`config.mk`:
```
export PLATFORM = sky130hd
export DESIGN_NAME = char_lcd_4bit_interface_flat
export DESIGN_NICKNAME = d
export VERILOG_FILES = /design/src/rtl/core/clcd_pkg.sv /design/src/rtl/core/clcd_chan_if.sv /design/src/rtl/core/clcd_cfg.sv /design/src/rtl/core/clcd_seq.sv /design/src/rtl/core/char_lcd_4bit_interface.sv /design/src/flat_wrapper.sv
export VERILOG_INCLUDE_DIRS = /design/src /design/src/rtl/core
export SDC_FILE = /design/constraint.sdc
export NUM_CORES = 1
export LEC_CHECK = 0
export BUFFER_PORTS_ARGS = -buffer_cell sky130_fd_sc_hd__buf_4
export CAP_MARGIN = 40
export CORE_MARGIN = 2
export CORE_UTILIZATION = 54
export DETAILED_ROUTE_END_ITERATION = 8
export PLACE_DENSITY_LB_ADDON = 0.1
export SLEW_MARGIN = 20
export SYNTH_ARGS = -nofsm -noshare
export SYNTH_HDL_FRONTEND = slang
export SYNTH_HIERARCHICAL = 1
export SYNTH_SLANG_ARGS = --single-unit
export TNS_END_PERCENT = 20
```
`constraint.sdc`:
```
create_clock -name i_clk -period 1.75 [get_ports i_clk]
set_input_delay 0.2625 -clock i_clk [delete_from_list [all_inputs] [get_ports i_clk]]
set_output_delay 0.2625 -clock i_clk [all_outputs]
set_load 0.01 [all_outputs]
```
`src/rtl/core/assert_macros.svh`:
```
// assertion helpers, clocked on i_clk and held off during reset
`ifndef ASSERT_MACROS_SVH
`define ASSERT_MACROS_SVH

// condition holds at every edge
`define ASSERT_ALWAYS(label, cond, msg) \
    label: assert property (@(posedge i_clk) disable iff (!i_rst_n) (cond)) else $error(msg);

// antecedent implies consequent in the same cycle
`define ASSERT_IMPL(label, ante, cons, msg) \
    label: assert property (@(posedge i_clk) disable iff (!i_rst_n) (ante) |-> (cons)) \
        else $error(msg);

// antecedent implies consequent in the next cycle
`define ASSERT_NEXT(label, ante, cons, msg) \
    label: assert property (@(posedge i_clk) disable iff (!i_rst_n) (ante) |=> (cons)) \
        else $error(msg);

`endif

```
`src/rtl/core/clcd_pkg.sv`:
```
`timescale 1ns / 1ps
`default_nettype none
package clcd_pkg;

    localparam int unsigned TIMER_WIDTH_DEF = 16;
    localparam int unsigned ADDR_W          = 5;
    localparam int unsigned DATA_W          = 32;

    localparam logic [15:0] POWER_ON_RESET  = 16'd50000;
    localparam logic [15:0] INIT_GAP_RESET  = 16'd5000;
    localparam logic [15:0] CMD_WAIT_RESET  = 16'd2000;
    localparam logic [15:0] NIB_GAP_RESET   = 16'd100;
    localparam logic [7:0]  EN_PULSE_RESET  = 8'd1;

    localparam logic [7:0] NIB_WAKE = 8'h03;
    localparam logic [7:0] NIB_FUNC = 8'h02;
    localparam logic [7:0] NIB_MASK = 8'h0F;

    localparam logic [3:0] STEP_WAKE_END = 4'd3;
    localparam logic [3:0] STEP_FUNC     = 4'd3;
    localparam logic [3:0] STEP_CMD_BEG  = 4'd4;
    localparam logic [3:0] INIT_DONE     = 4'd8;

    typedef enum logic [2:0] {
        REG_POWER_ON  = 3'd0,
        REG_INIT_GAP  = 3'd1,
        REG_CMD_WAIT  = 3'd2,
        REG_NIB_GAP   = 3'd3,
        REG_EN_PULSE  = 3'd4
    } t_reg_idx;

    typedef enum logic [2:0] {
        PH_POWER   = 3'd0,
        PH_ENABLE  = 3'd1,
        PH_GAP     = 3'd2,
        PH_INITGAP = 3'd3,
        PH_CMDWAIT = 3'd4,
        PH_IDLE    = 3'd5
    } t_phase;

    typedef struct packed {
        logic [15:0] power_on_wait_us;
        logic [15:0] init_gap_us;
        logic [15:0] command_wait_us;
        logic [15:0] nibble_gap_us;
        logic [7:0]  enable_pulse_us;
    } t_cfg;

    typedef struct packed {
        logic       tick;
        logic       req_valid;
        logic [7:0] byte_value;
        logic       func;
    } t_req;

    typedef struct packed {
        logic       pin_rs;
        logic       pin_en;
        logic [3:0] pin_data;
        logic       ready_res;
        logic       dropped;
    } t_res;

    function automatic logic [7:0] init_cmd(input logic [1:0] idx);
        logic [7:0] cmd;
        case (idx)
            2'd0:    cmd = 8'h28;
            2'd1:    cmd = 8'h0C;
            2'd2:    cmd = 8'h06;
            default: cmd = 8'h01;
        endcase
        return cmd;
    endfunction

endpackage
`default_nettype wire

```
`src/rtl/core/clcd_chan_if.sv`:
```
`timescale 1ns / 1ps
`default_nettype none
interface clcd_chan_if #(
    parameter type t_payload = logic
) ();
    logic     valid;
    logic     ready;
    t_payload payload;

    modport source (output valid, output payload, input ready);
    modport sink   (input valid, input payload, output ready);
endinterface
`default_nettype wire

```
`src/rtl/core/clcd_cfg.sv`:
```
`timescale 1ns / 1ps
`default_nettype none
module clcd_cfg (
    input  wire logic                        i_clk,
    input  wire logic                        i_rst_n,
    input  wire logic                        psel,
    input  wire logic                        penable,
    input  wire logic                        pwrite,
    input  wire logic [clcd_pkg::ADDR_W-1:0] paddr,
    input  wire logic [clcd_pkg::DATA_W-1:0] pwdata,
    output logic      [clcd_pkg::DATA_W-1:0] prdata,
    output logic                             pready,
    output clcd_pkg::t_cfg                   o_cfg
);

    clcd_pkg::t_cfg r_cfg;
    logic           wr_en;
    logic [2:0]     reg_idx;

    assign pready  = 1'b1;
    assign wr_en   = psel && penable && pwrite;
    assign reg_idx = paddr[clcd_pkg::ADDR_W-1:2];
    assign o_cfg   = r_cfg;

    always_ff @(posedge i_clk) begin
        if (!i_rst_n) begin
            r_cfg.power_on_wait_us <= clcd_pkg::POWER_ON_RESET;
            r_cfg.init_gap_us      <= clcd_pkg::INIT_GAP_RESET;
            r_cfg.command_wait_us  <= clcd_pkg::CMD_WAIT_RESET;
            r_cfg.nibble_gap_us    <= clcd_pkg::NIB_GAP_RESET;
            r_cfg.enable_pulse_us  <= clcd_pkg::EN_PULSE_RESET;
        end else if (wr_en) begin
            case (reg_idx)
                clcd_pkg::REG_POWER_ON: r_cfg.power_on_wait_us <= pwdata[15:0];
                clcd_pkg::REG_INIT_GAP: r_cfg.init_gap_us      <= pwdata[15:0];
                clcd_pkg::REG_CMD_WAIT: r_cfg.command_wait_us  <= pwdata[15:0];
                clcd_pkg::REG_NIB_GAP:  r_cfg.nibble_gap_us    <= pwdata[15:0];
                clcd_pkg::REG_EN_PULSE: r_cfg.enable_pulse_us  <= pwdata[7:0];
                default: begin
                end
            endcase
        end
    end

    always_comb begin
        case (reg_idx)
            clcd_pkg::REG_POWER_ON: prdata = 32'(r_cfg.power_on_wait_us);
            clcd_pkg::REG_INIT_GAP: prdata = 32'(r_cfg.init_gap_us);
            clcd_pkg::REG_CMD_WAIT: prdata = 32'(r_cfg.command_wait_us);
            clcd_pkg::REG_NIB_GAP:  prdata = 32'(r_cfg.nibble_gap_us);
            clcd_pkg::REG_EN_PULSE: prdata = 32'(r_cfg.enable_pulse_us);
            default:                prdata = '0;
        endcase
    end

endmodule
`default_nettype wire

```
`src/rtl/core/clcd_seq.sv`:
```
`timescale 1ns / 1ps
`default_nettype none
`include "assert_macros.svh"
module clcd_seq #(
    parameter int unsigned TIMER_WIDTH = clcd_pkg::TIMER_WIDTH_DEF
) (
    input  wire logic            i_clk,
    input  wire logic            i_rst_n,
    input  wire clcd_pkg::t_cfg  i_cfg,
    clcd_chan_if.sink            i_req,
    clcd_chan_if.source          o_res
);

    function automatic logic [TIMER_WIDTH-1:0] sat_load(input logic [15:0] v);
        if ((32'(v) >> TIMER_WIDTH) != 32'd0) begin
            return '1;
        end
        return TIMER_WIDTH'(v);
    endfunction

    logic                      r_in_valid;
    clcd_pkg::t_req            r_in;
    logic                      r_out_valid;
    clcd_pkg::t_res            r_out;

    clcd_pkg::t_phase          r_phase,     n_phase;
    logic [TIMER_WIDTH-1:0]    r_wait,      n_wait;
    logic [3:0]                r_init_step, n_init_step;
    logic [7:0]                r_held_byte, n_held_byte;
    logic                      r_held_sel,  n_held_sel;
    logic                      r_low_next,  n_low_next;
    logic                      r_pin_rs,    n_pin_rs;
    logic                      r_pin_en,    n_pin_en;
    logic [3:0]                r_pin_data,  n_pin_data;
    logic                      n_drop;
    clcd_pkg::t_res            n_res;

    logic                      adv;
    logic                      do_finish;
    logic                      do_disp;
    logic [3:0]                disp_step;
    logic                      do_nib;
    logic [3:0]                nib;
    logic [7:0]                cmd_byte;

    assign adv         = r_in_valid && (!r_out_valid || o_res.ready);
    assign i_req.ready = !r_in_valid || adv;
    assign o_res.valid   = r_out_valid;
    assign o_res.payload = r_out;

    // next state for one beat
    always_comb begin
        n_phase     = r_phase;
        n_wait      = r_wait;
        n_init_step = r_init_step;
        n_held_byte = r_held_byte;
        n_held_sel  = r_held_sel;
        n_low_next  = r_low_next;
        n_pin_rs    = r_pin_rs;
        n_pin_en    = r_pin_en;
        n_pin_data  = r_pin_data;
        n_drop      = 1'b0;
        do_finish   = 1'b0;
        do_disp     = 1'b0;
        disp_step   = r_init_step;
        do_nib      = 1'b0;
        nib         = '0;
        cmd_byte    = '0;

        if (r_phase == clcd_pkg::PH_IDLE) begin
            if (r_in.req_valid) begin
                n_held_byte = r_in.byte_value;
                n_held_sel  = r_in.func;
                n_low_next  = 1'b0;
                n_pin_rs    = r_in.func;
                do_nib      = 1'b1;
                nib         = r_in.byte_value[7:4];
            end
        end else begin
            n_drop = r_in.req_valid;
            if (r_in.tick) begin
                if (r_wait > TIMER_WIDTH'(1)) begin
                    n_wait = r_wait - TIMER_WIDTH'(1);
                end else begin
                    case (r_phase)
                        clcd_pkg::PH_POWER: begin
                            n_init_step = '0;
                            do_disp     = 1'b1;
                            disp_step   = '0;
                        end
                        clcd_pkg::PH_ENABLE: begin
                            n_pin_en = 1'b0;
                            n_phase  = clcd_pkg::PH_GAP;
                            n_wait   = sat_load(i_cfg.nibble_gap_us);
                        end
                        clcd_pkg::PH_GAP: begin
                            if (r_init_step < clcd_pkg::STEP_CMD_BEG) begin
                                if (r_init_step < clcd_pkg::STEP_WAKE_END) begin
                                    n_phase = clcd_pkg::PH_INITGAP;
                                    n_wait  = sat_load(i_cfg.init_gap_us);
                                end else begin
                                    do_finish = 1'b1;
                                end
                            end else if (!r_low_next) begin
                                n_low_next = 1'b1;
                                do_nib     = 1'b1;
                                nib        = 4'(r_held_byte & clcd_pkg::NIB_MASK);
                            end else if (!r_held_sel) begin
                                n_phase = clcd_pkg::PH_CMDWAIT;
                                n_wait  = sat_load(i_cfg.command_wait_us);
                            end else begin
                                do_finish = 1'b1;
                            end
                        end
                        clcd_pkg::PH_INITGAP,
                        clcd_pkg::PH_CMDWAIT: begin
                            do_finish = 1'b1;
                        end
                        default: begin
                            n_phase = clcd_pkg::PH_IDLE;
                            n_wait  = '0;
                        end
                    endcase
                end
            end
        end

        if (do_finish) begin
            if (r_init_step < clcd_pkg::INIT_DONE) begin
                n_init_step = r_init_step + 4'd1;
                do_disp     = 1'b1;
                disp_step   = r_init_step + 4'd1;
            end else begin
                n_phase = clcd_pkg::PH_IDLE;
                n_wait  = '0;
            end
        end

        if (do_disp) begin
            cmd_byte = clcd_pkg::init_cmd(disp_step[1:0]);
            if (disp_step < clcd_pkg::STEP_WAKE_END) begin
                n_held_byte = clcd_pkg::NIB_WAKE;
                n_held_sel  = 1'b0;
                n_pin_rs    = 1'b0;
                do_nib      = 1'b1;
                nib         = clcd_pkg::NIB_WAKE[3:0];
            end else if (disp_step == clcd_pkg::STEP_FUNC) begin
                n_held_byte = clcd_pkg::NIB_FUNC;
                n_held_sel  = 1'b0;
                n_pin_rs    = 1'b0;
                do_nib      = 1'b1;
                nib         = clcd_pkg::NIB_FUNC[3:0];
            end else if (disp_step < clcd_pkg::INIT_DONE) begin
                n_held_byte = cmd_byte;
                n_held_sel  = 1'b0;
                n_low_next  = 1'b0;
                n_pin_rs    = 1'b0;
                do_nib      = 1'b1;
                nib         = cmd_byte[7:4];
            end else begin
                n_phase = clcd_pkg::PH_IDLE;
                n_wait  = '0;
            end
        end

        if (do_nib) begin
            n_pin_data = nib;
            n_pin_en   = 1'b1;
            n_phase    = clcd_pkg::PH_ENABLE;
            n_wait     = sat_load(16'(i_cfg.enable_pulse_us));
        end
    end

    // result beat
    always_comb begin
        n_res.pin_rs    = n_pin_rs;
        n_res.pin_en    = n_pin_en;
        n_res.pin_data  = n_pin_data;
        n_res.ready_res = (n_phase == clcd_pkg::PH_IDLE);
        n_res.dropped   = n_drop;
    end

    always_ff @(posedge i_clk) begin
        if (!i_rst_n) begin
            r_in_valid  <= 1'b0;
            r_out_valid <= 1'b0;
            r_phase     <= clcd_pkg::PH_POWER;
            r_wait      <= sat_load(clcd_pkg::POWER_ON_RESET);
            r_init_step <= '0;
            r_held_byte <= '0;
            r_held_sel  <= 1'b0;
            r_low_next  <= 1'b0;
            r_pin_rs    <= 1'b0;
            r_pin_en    <= 1'b0;
            r_pin_data  <= '0;
        end else begin
            if (i_req.ready) begin
                r_in_valid <= i_req.valid;
            end
            if (adv) begin
                r_out_valid <= 1'b1;
            end else if (o_res.ready) begin
                r_out_valid <= 1'b0;
            end
            if (adv) begin
                r_phase     <= n_phase;
                r_wait      <= n_wait;
                r_init_step <= n_init_step;
                r_held_byte <= n_held_byte;
                r_held_sel  <= n_held_sel;
                r_low_next  <= n_low_next;
                r_pin_rs    <= n_pin_rs;
                r_pin_en    <= n_pin_en;
                r_pin_data  <= n_pin_data;
            end
        end
    end

    always_ff @(posedge i_clk) begin
        if (i_req.valid && i_req.ready) begin
            r_in <= i_req.payload;
        end
        if (adv) begin
            r_out <= n_res;
        end
    end

    `ASSERT_NEXT(a_adv_loads_out, adv, r_out_valid, "step beat did not reach result register")
    `ASSERT_ALWAYS(a_en_in_enable, r_pin_en == (r_phase == clcd_pkg::PH_ENABLE), "bad enable")
    `ASSERT_ALWAYS(a_step_range, r_init_step <= clcd_pkg::INIT_DONE, "init step past done")
    `ASSERT_IMPL(a_idle_timer_clear, r_phase == clcd_pkg::PH_IDLE, r_wait == '0, "idle timer set")

endmodule
`default_nettype wire

```
`src/rtl/core/char_lcd_4bit_interface.sv`:
```
`timescale 1ns / 1ps
`default_nettype none
// flow: a request beat lands in the input register; its result beat is then
// registered in the output register once the output is not stalled
// throughput: one beat per clock unless o_res stalls, set by the step logic
// reset: synchronous active low; control registers take reset values, the
// pin registers go low and the power-on countdown starts from POWER_ON_RESET
module char_lcd_4bit_interface #(
    parameter int unsigned TIMER_WIDTH = clcd_pkg::TIMER_WIDTH_DEF
) (
    input  wire logic                        i_clk,
    input  wire logic                        i_rst_n,
    input  wire logic                        psel,
    input  wire logic                        penable,
    input  wire logic                        pwrite,
    input  wire logic [clcd_pkg::ADDR_W-1:0] paddr,
    input  wire logic [clcd_pkg::DATA_W-1:0] pwdata,
    output logic      [clcd_pkg::DATA_W-1:0] prdata,
    output logic                             pready,
    clcd_chan_if.sink                        i_req,
    clcd_chan_if.source                      o_res
);

    clcd_pkg::t_cfg cfg;

    clcd_cfg u_cfg (
        .i_clk   (i_clk),
        .i_rst_n (i_rst_n),
        .psel    (psel),
        .penable (penable),
        .pwrite  (pwrite),
        .paddr   (paddr),
        .pwdata  (pwdata),
        .prdata  (prdata),
        .pready  (pready),
        .o_cfg   (cfg)
    );

    clcd_seq #(
        .TIMER_WIDTH (TIMER_WIDTH)
    ) u_seq (
        .i_clk   (i_clk),
        .i_rst_n (i_rst_n),
        .i_cfg   (cfg),
        .i_req   (i_req),
        .o_res   (o_res)
    );

endmodule
`default_nettype wire
```
`src/flat_wrapper.sv`:
```
// flat-port wrapper written by rule: the top's interface ports become plain ports
module char_lcd_4bit_interface_flat 
#(
    parameter int unsigned TIMER_WIDTH = clcd_pkg::TIMER_WIDTH_DEF
)
  (i_clk, i_rst_n, psel, penable, pwrite, paddr, pwdata, prdata, pready, i_req_valid, i_req_payload, i_req_ready, o_res_valid, o_res_payload, o_res_ready);
  clcd_chan_if i_req_i ();
  clcd_chan_if o_res_i ();
  input  wire logic i_clk;
  input  wire logic i_rst_n;
  input  wire logic psel;
  input  wire logic penable;
  input  wire logic pwrite;
  input  wire logic [clcd_pkg::ADDR_W-1:0] paddr;
  input  wire logic [clcd_pkg::DATA_W-1:0] pwdata;
  output logic      [clcd_pkg::DATA_W-1:0] prdata;
  output logic pready;
  input wire logic [$bits(i_req_i.valid)-1:0] i_req_valid;
  input wire logic [$bits(i_req_i.payload)-1:0] i_req_payload;
  output wire logic [$bits(i_req_i.ready)-1:0] i_req_ready;
  output wire logic [$bits(o_res_i.valid)-1:0] o_res_valid;
  output wire logic [$bits(o_res_i.payload)-1:0] o_res_payload;
  input wire logic [$bits(o_res_i.ready)-1:0] o_res_ready;
  assign i_req_i.valid = i_req_valid;
  assign i_req_i.payload = i_req_payload;
  assign i_req_ready = i_req_i.ready;
  assign o_res_valid = o_res_i.valid;
  assign o_res_payload = o_res_i.payload;
  assign o_res_i.ready = o_res_ready;
  char_lcd_4bit_interface #(.TIMER_WIDTH(TIMER_WIDTH)) u_core (.i_clk(i_clk), .i_rst_n(i_rst_n), .psel(psel), .penable(penable), .pwrite(pwrite), .paddr(paddr), .pwdata(pwdata), .prdata(prdata), .pready(pready), .i_req(i_req_i), .o_res(o_res_i));
endmodule
```
==> impl_metrics.yaml, run 1 <==
drt:
  drc_errors: 0
  wl_per_cell_um: 16.5
  viasPerCell: 5.60
  wl_um: 8280
  ant_nets: 0
  drtIter0Drc: 100
  route.vias.total: 2807
  dr.pass1.iters: 4
pwr:
  switchingPower_uw: 878
  combPwrFrac_pct: 9.6
  power_density_nw_per_um2: 901
  power.clock.fraction_pct: 45.8
  cellLeakagePower_nw: 1.84
  peakVddDrop_mv: 0.594
  p_sw_share_pct: 22.9
  p_int_mw: 2.95
  seqPwrFrac_pct: 44.6
synth:
  yosysTopAreaCell: "dfxtp_1"
  async_flop_share_pct: 0
  synthFlopType: "dfxtp_1"
  ys_ff_latch: 74
  ys.warnings.count: 6
  syn_area_um2: 3540
  synthCells: 369
  yosysTopAreaCellShare_pct: 41.8
  yosysUniqueCellTypes: 36
  synth_edf_count: 0
  netlist_top_cells_area: "dfxtp_1, mux2i_1, nand2_1, mux4_2, buf_4"
  ys_seq_area_share_pct: 41.8
  avgSynthCellArea_um2: 9.60
cells_and_area:
  layout_common_cells: "dfxtp_1, nand2_1, buf_4"
  layout_commonest_cell: "dfxtp_1"
  utilization_pct: 66.9
  layout.nets: 464
  drive_above_1_share_pct: 26.2
  area_growth_pct: 20.0
  antennaDiodeCount: 0
placed_design:
  port_buffers: 43
  dp_hpwl_um: 5560
  gp_congestion: 0.778
  pre_cts_ws_ps: -60.8
setup_path:
  crit_end: "prdata[8]"
  endpoint_kind: "output port"
  startpoint_type: "register"
  critPathKind: "register to output port"
  crit_start: "u_core/u_cfg/o_cfg[16]"
  cp.arrival_ps: 1430
  cp_max_fo: 2
  crit_required_ps: 1490
  ff2ff_path_depth: 2
  reg2reg_slack_ps: 1000
  r2r-end: "u_core/u_seq/r_in_valid"
  rr_startpoint: "u_core/u_seq/o_res.valid"
timing:
  period_minus_slack_ps: 1690
  fin_ws_ps: 55.6
  slew_violations: 0
  setup_tns_ps: 0
  fin_worst_skew_ps: 0.651
  max_clock_freq_mhz: 590
  setup-violations-final: 0
  fin_crit_sh_pct: 96.8
  hold_viol: 0
  rsz0062_at_grt: "false"
clock_tree:
  cts_tree: "built"
  post_cts_buffers: 0
  htree_levels: 3
  numCtsBuffers: 9
  cts.sinks: 74
  cts_buffer_depth: 2
  clk_pin_slew_worst_paths_ps: 80
  clk_latency_ps: 360
  cts_root_buffer: "clkbuf_8"
grt:
  grt_pass1_vias: 2663
  grt_max_degree: 46
  gr-total-overflow: 0
  antenna_found_initial: 0
  grt_pass1_wl_um: 13400
  grtUsageTotal_pct: 23.9
job:
  drv_cap: 0
floorplan:
  die_w_um: 85.0
  num_rows: 29
  die-area_um2: 7230
  die_h_um: 85.0
  ios: 81
  fp.coreArea_um2: 6350
  initial_core_util_pct: 55.8
status:
  status: "finished clean"
min_path:
  hold_path.class: "input pin to register"
## per-layer routing
| layer | GRT usage (%) | up-vias | part of all wire, % | wire, um |
|---|---|---|---|---|
| li1 | - | 1363 | - | - |
| met1 | 32.3 | 1355 | 45 | 3750 |
| met2 | 37.4 | 75 | 47 | 3920 |
| met3 | 5.45 | 14 | 5.6 | 462 |
| met4 | 9.24 | 0 | 1.7 | 142 |
| met5 | 0 | - | 0 | 0 |
## worst min-delay path by stage
| stage | slack (ps) | start | cells after the start | to |
|---|---|---|---|---|
| floorplan | 380 | i_rst_n | 1 | u_core/u_seq/o_res.valid |
| global placement | 440 | u_core/u_cfg/o_cfg[15] | 2 | u_core/u_cfg/o_cfg[15] |
| detailed placement | 450 | u_core/u_cfg/o_cfg[11] | 2 | u_core/u_cfg/o_cfg[11] |
| CTS | 100 | i_req_valid | 2 | u_core/u_seq/r_in_valid |
| global route | 110 | i_req_valid | 2 | u_core/u_seq/r_in_valid |
| finish | 110 | i_req_valid | 2 | u_core/u_seq/r_in_valid |
## layout make-up
| cell class | instances | area (um^2) |
|---|---|---|
| clock inverters | 7 | 141 |
| repair buffers | 69 | 556 |
| clock buffers | 9 | 124 |
| fillers | 531 | 2100 |
| flip-flops and latches | 74 | 1480 |
| well taps | 77 | 96.3 |
| inverters | 16 | 60.1 |
| multi-input cells | 249 | 1790 |
## cells by family after synthesis
family | Yosys count | share of synthesized area, %
other cells | 3 | 0.318
compound gates | 59 | 11.5
buf+inv | 61 | 9.29
simple gates | 104 | 14.7
flops | 74 | 41.8
mux | 68 | 22.3
## state kept, by name, summed over array words and instances, names as in the netlist
register	cells
u_core/u_cfg/o_cfg	72
u_core/u_seq/o_res.valid	1
u_core/u_seq/r_in_valid	1
## power groups by stage
| stage | combinational (mW) | clock, mW | sequential (mW) |
|---|---|---|---|
| floorplan | 0.237 | 0 | 1.75 |
| global placement | 0.362 | 0 | 1.75 |
| detailed placement | 0.366 | 0 | 1.75 |
| CTS | 0.368 | 1.78 | 1.71 |
| global route | 0.398 | 1.84 | 1.71 |
| finish | 0.369 | 1.75 | 1.71 |
## per-stage QoR
stage / power (mW) / instance area (um^2) / std cells / hold slack (ps)
final: 3.83 / 4250 / 501 / 111
after global routing: 3.95 / 4250 / 501 / 111
after CTS: 3.86 / 4250 / 501 / 103
after detailed placement: 2.11 / 3980 / 485 / 446
after global placement: 2.11 / 3980 / 485 / 440
after floorplan: 1.98 / 3600 / 384 / 380
## cells in the mapped netlist, types with 12 or more instances
master     n
nand2_1   68
mux2i_1   52
a22oi_1   16
clkbuf_1  13
dfxtp_1   74
o211ai_1  14
buf_4     22
o21ai_0   13
inv_1     16
nor2b_1   12
## timing repair
| action | 4_1_cts | 5_1_grt |
|---|---|---|
| hold buffers | 0 | 0 |
| setup endpoints to repair | 8 | 0 |
| gates resized for setup | 1 | 0 |
## critical path, stage by stage, from the launching register on
cell and delay, ps:
dfxtp_1 330, mux4_2 460, nor2b_1 140, buf_4 140
Power figures use the tool's default switching activity.
==> run 2: changes to the inputs <==
Settings changed: PLACE_DENSITY from default to 0.81, PLACE_DENSITY_LB_ADDON 0.1 to default, RECOVER_POWER from default to 25.
==> impl_metrics.yaml, run 2 (synthesis results as in run 1) <==
cells_and_area:
  layout.nets: 465
  antennaDiodeCount: 0
  layout_commonest_cell: "dfxtp_1"
  register_area_um2: 1480
  fillers: 504
  multiInputGateArea_um2: 1780
  area_growth_pct: 16.6
  layout_common_cells: "dfxtp_1, nand2_1, buf_4"
  drive_above_1_share_pct: 24.5
  fin_cells: 502
  largest_reg_flops: 72
  utilization_pct: 65.1
min_path:
  hold_path.class: "input pin to register"
  min_path_cells: 2
grt:
  antenna_found_initial: 0
  grt_max_degree: 36
  grt_pass1_vias: 2766
  grt_pass1_wl_um: 13300
  grtUsageTotal_pct: 23.4
  gr-total-overflow: 0
timing:
  rsz0062_at_grt: "false"
  maxSlewHeadroom_pct: 51.0
  slew_violations: 0
  fin_crit_sh_pct: 96.4
  hold_viol: 0
  setup_tns_ps: 0
  tightest_slew_ps: 735
  period_minus_slack_ps: 1690
  max_clock_freq_mhz: 593
  fin_worst_skew_ps: 1.43
  setup-violations-final: 0
pwr:
  power_density_nw_per_um2: 795
  power.total_mw: 3.28
  peakVddDrop_mv: 0.589
  cellLeakagePower_nw: 1.79
setup_path:
  ff2ff_path_depth: 2
  cp_max_fo: 2
  cp.arrival_ps: 1420
  critPathKind: "register to output port"
  crit_required_ps: 1490
  endpoint_kind: "output port"
  startpoint_type: "register"
drt:
  viasPerCell: 5.70
  dr.pass1.iters: 5
  drc_errors: 0
  wl_per_cell_um: 16.5
  drtIter0Drc: 165
  ant_nets: 0
  route.vias.total: 2860
  wl_um: 8310
job:
  drv_cap: 0
placed_design:
  dp_hpwl_um: 5830
  gp_congestion: 0.809
  placedCellCount: 486
  port_buffers: 43
clock_tree:
  clk_pin_slew_worst_paths_ps: 80
  postCtsHoldBufs: 0
  cts_buffer_depth: 2
  clk_latency_ps: 350
  cts.sinks: 74
  cts_resized: 0
  cts_root_buffer: "clkbuf_8"
  cts_tree: "built"
  htree_levels: 3
  numCtsBuffers: 9
  post_cts_buffers: 0
floorplan:
  die_h_um: 85.0
  die_w_um: 85.0
  die-area_um2: 7230
  initial_core_util_pct: 55.8
  fp.coreArea_um2: 6350
  ios: 81
  num_rows: 29
status:
  status: "finished clean"
run 2: cell count changes in the layout (fill, tap and decap cells not counted), sizes merged:
cell and delta:
clkbuf +8, buf -4, clkinv +1, bufinv -4
run 2: worst max-delay path, stage by stage (launching register included):
cell	delay (ps)
dfxtp_1	320
mux4_2	470
nor2b_1	140
buf_4	140
run 2: final timing paths:
kind	start	end	slack [ps]
max	u_core/u_cfg/o_cfg[18]	prdata[10]	60
min	i_req_valid	u_core/u_seq/r_in_valid	140
max reg2reg	u_core/u_seq/o_res.valid	u_core/u_seq/r_in_valid	980
min reg2reg	u_core/u_cfg/o_cfg[41]	u_core/u_cfg/o_cfg[41]	460
run 2: area by class of cell:
class / instances / share of cell area [%]
well taps: 77 / 2.33
repair buffers: 70 / 13.0
clock inverters: 4 / 0.636
multi-input cells: 249 / 43.0
inverters: 16 / 1.45
clock buffers: 12 / 3.75
flip-flops and latches: 74 / 35.8
run 2: metrics by stage:
stage	hold slack, ps	cell area (um^2)	setup WS [ps]
after floorplan	380	3600	220
after global placement	439	3970	-221
after detailed placement	449	3980	74.6
after CTS	133	4160	47.3
after global routing	127	4130	3.64
final	142	4130	62.5
run 2: where the power goes:
part	leakage, nW	switching, mW	internal (mW)
Combinational	1.10	0.202	0.156
Sequential	0.598	0.00873	1.70
Clock	0.0924	0.627	0.590
run 2: per-layer routing:
metal,vias up,share of wire [%],GRT usage [%]
li1,1356,-,-
met1,1390,42,29.7
met2,103,50,39.8
met3,11,6.1,5.84
met4,0,1.4,6.35
met5,-,0,0
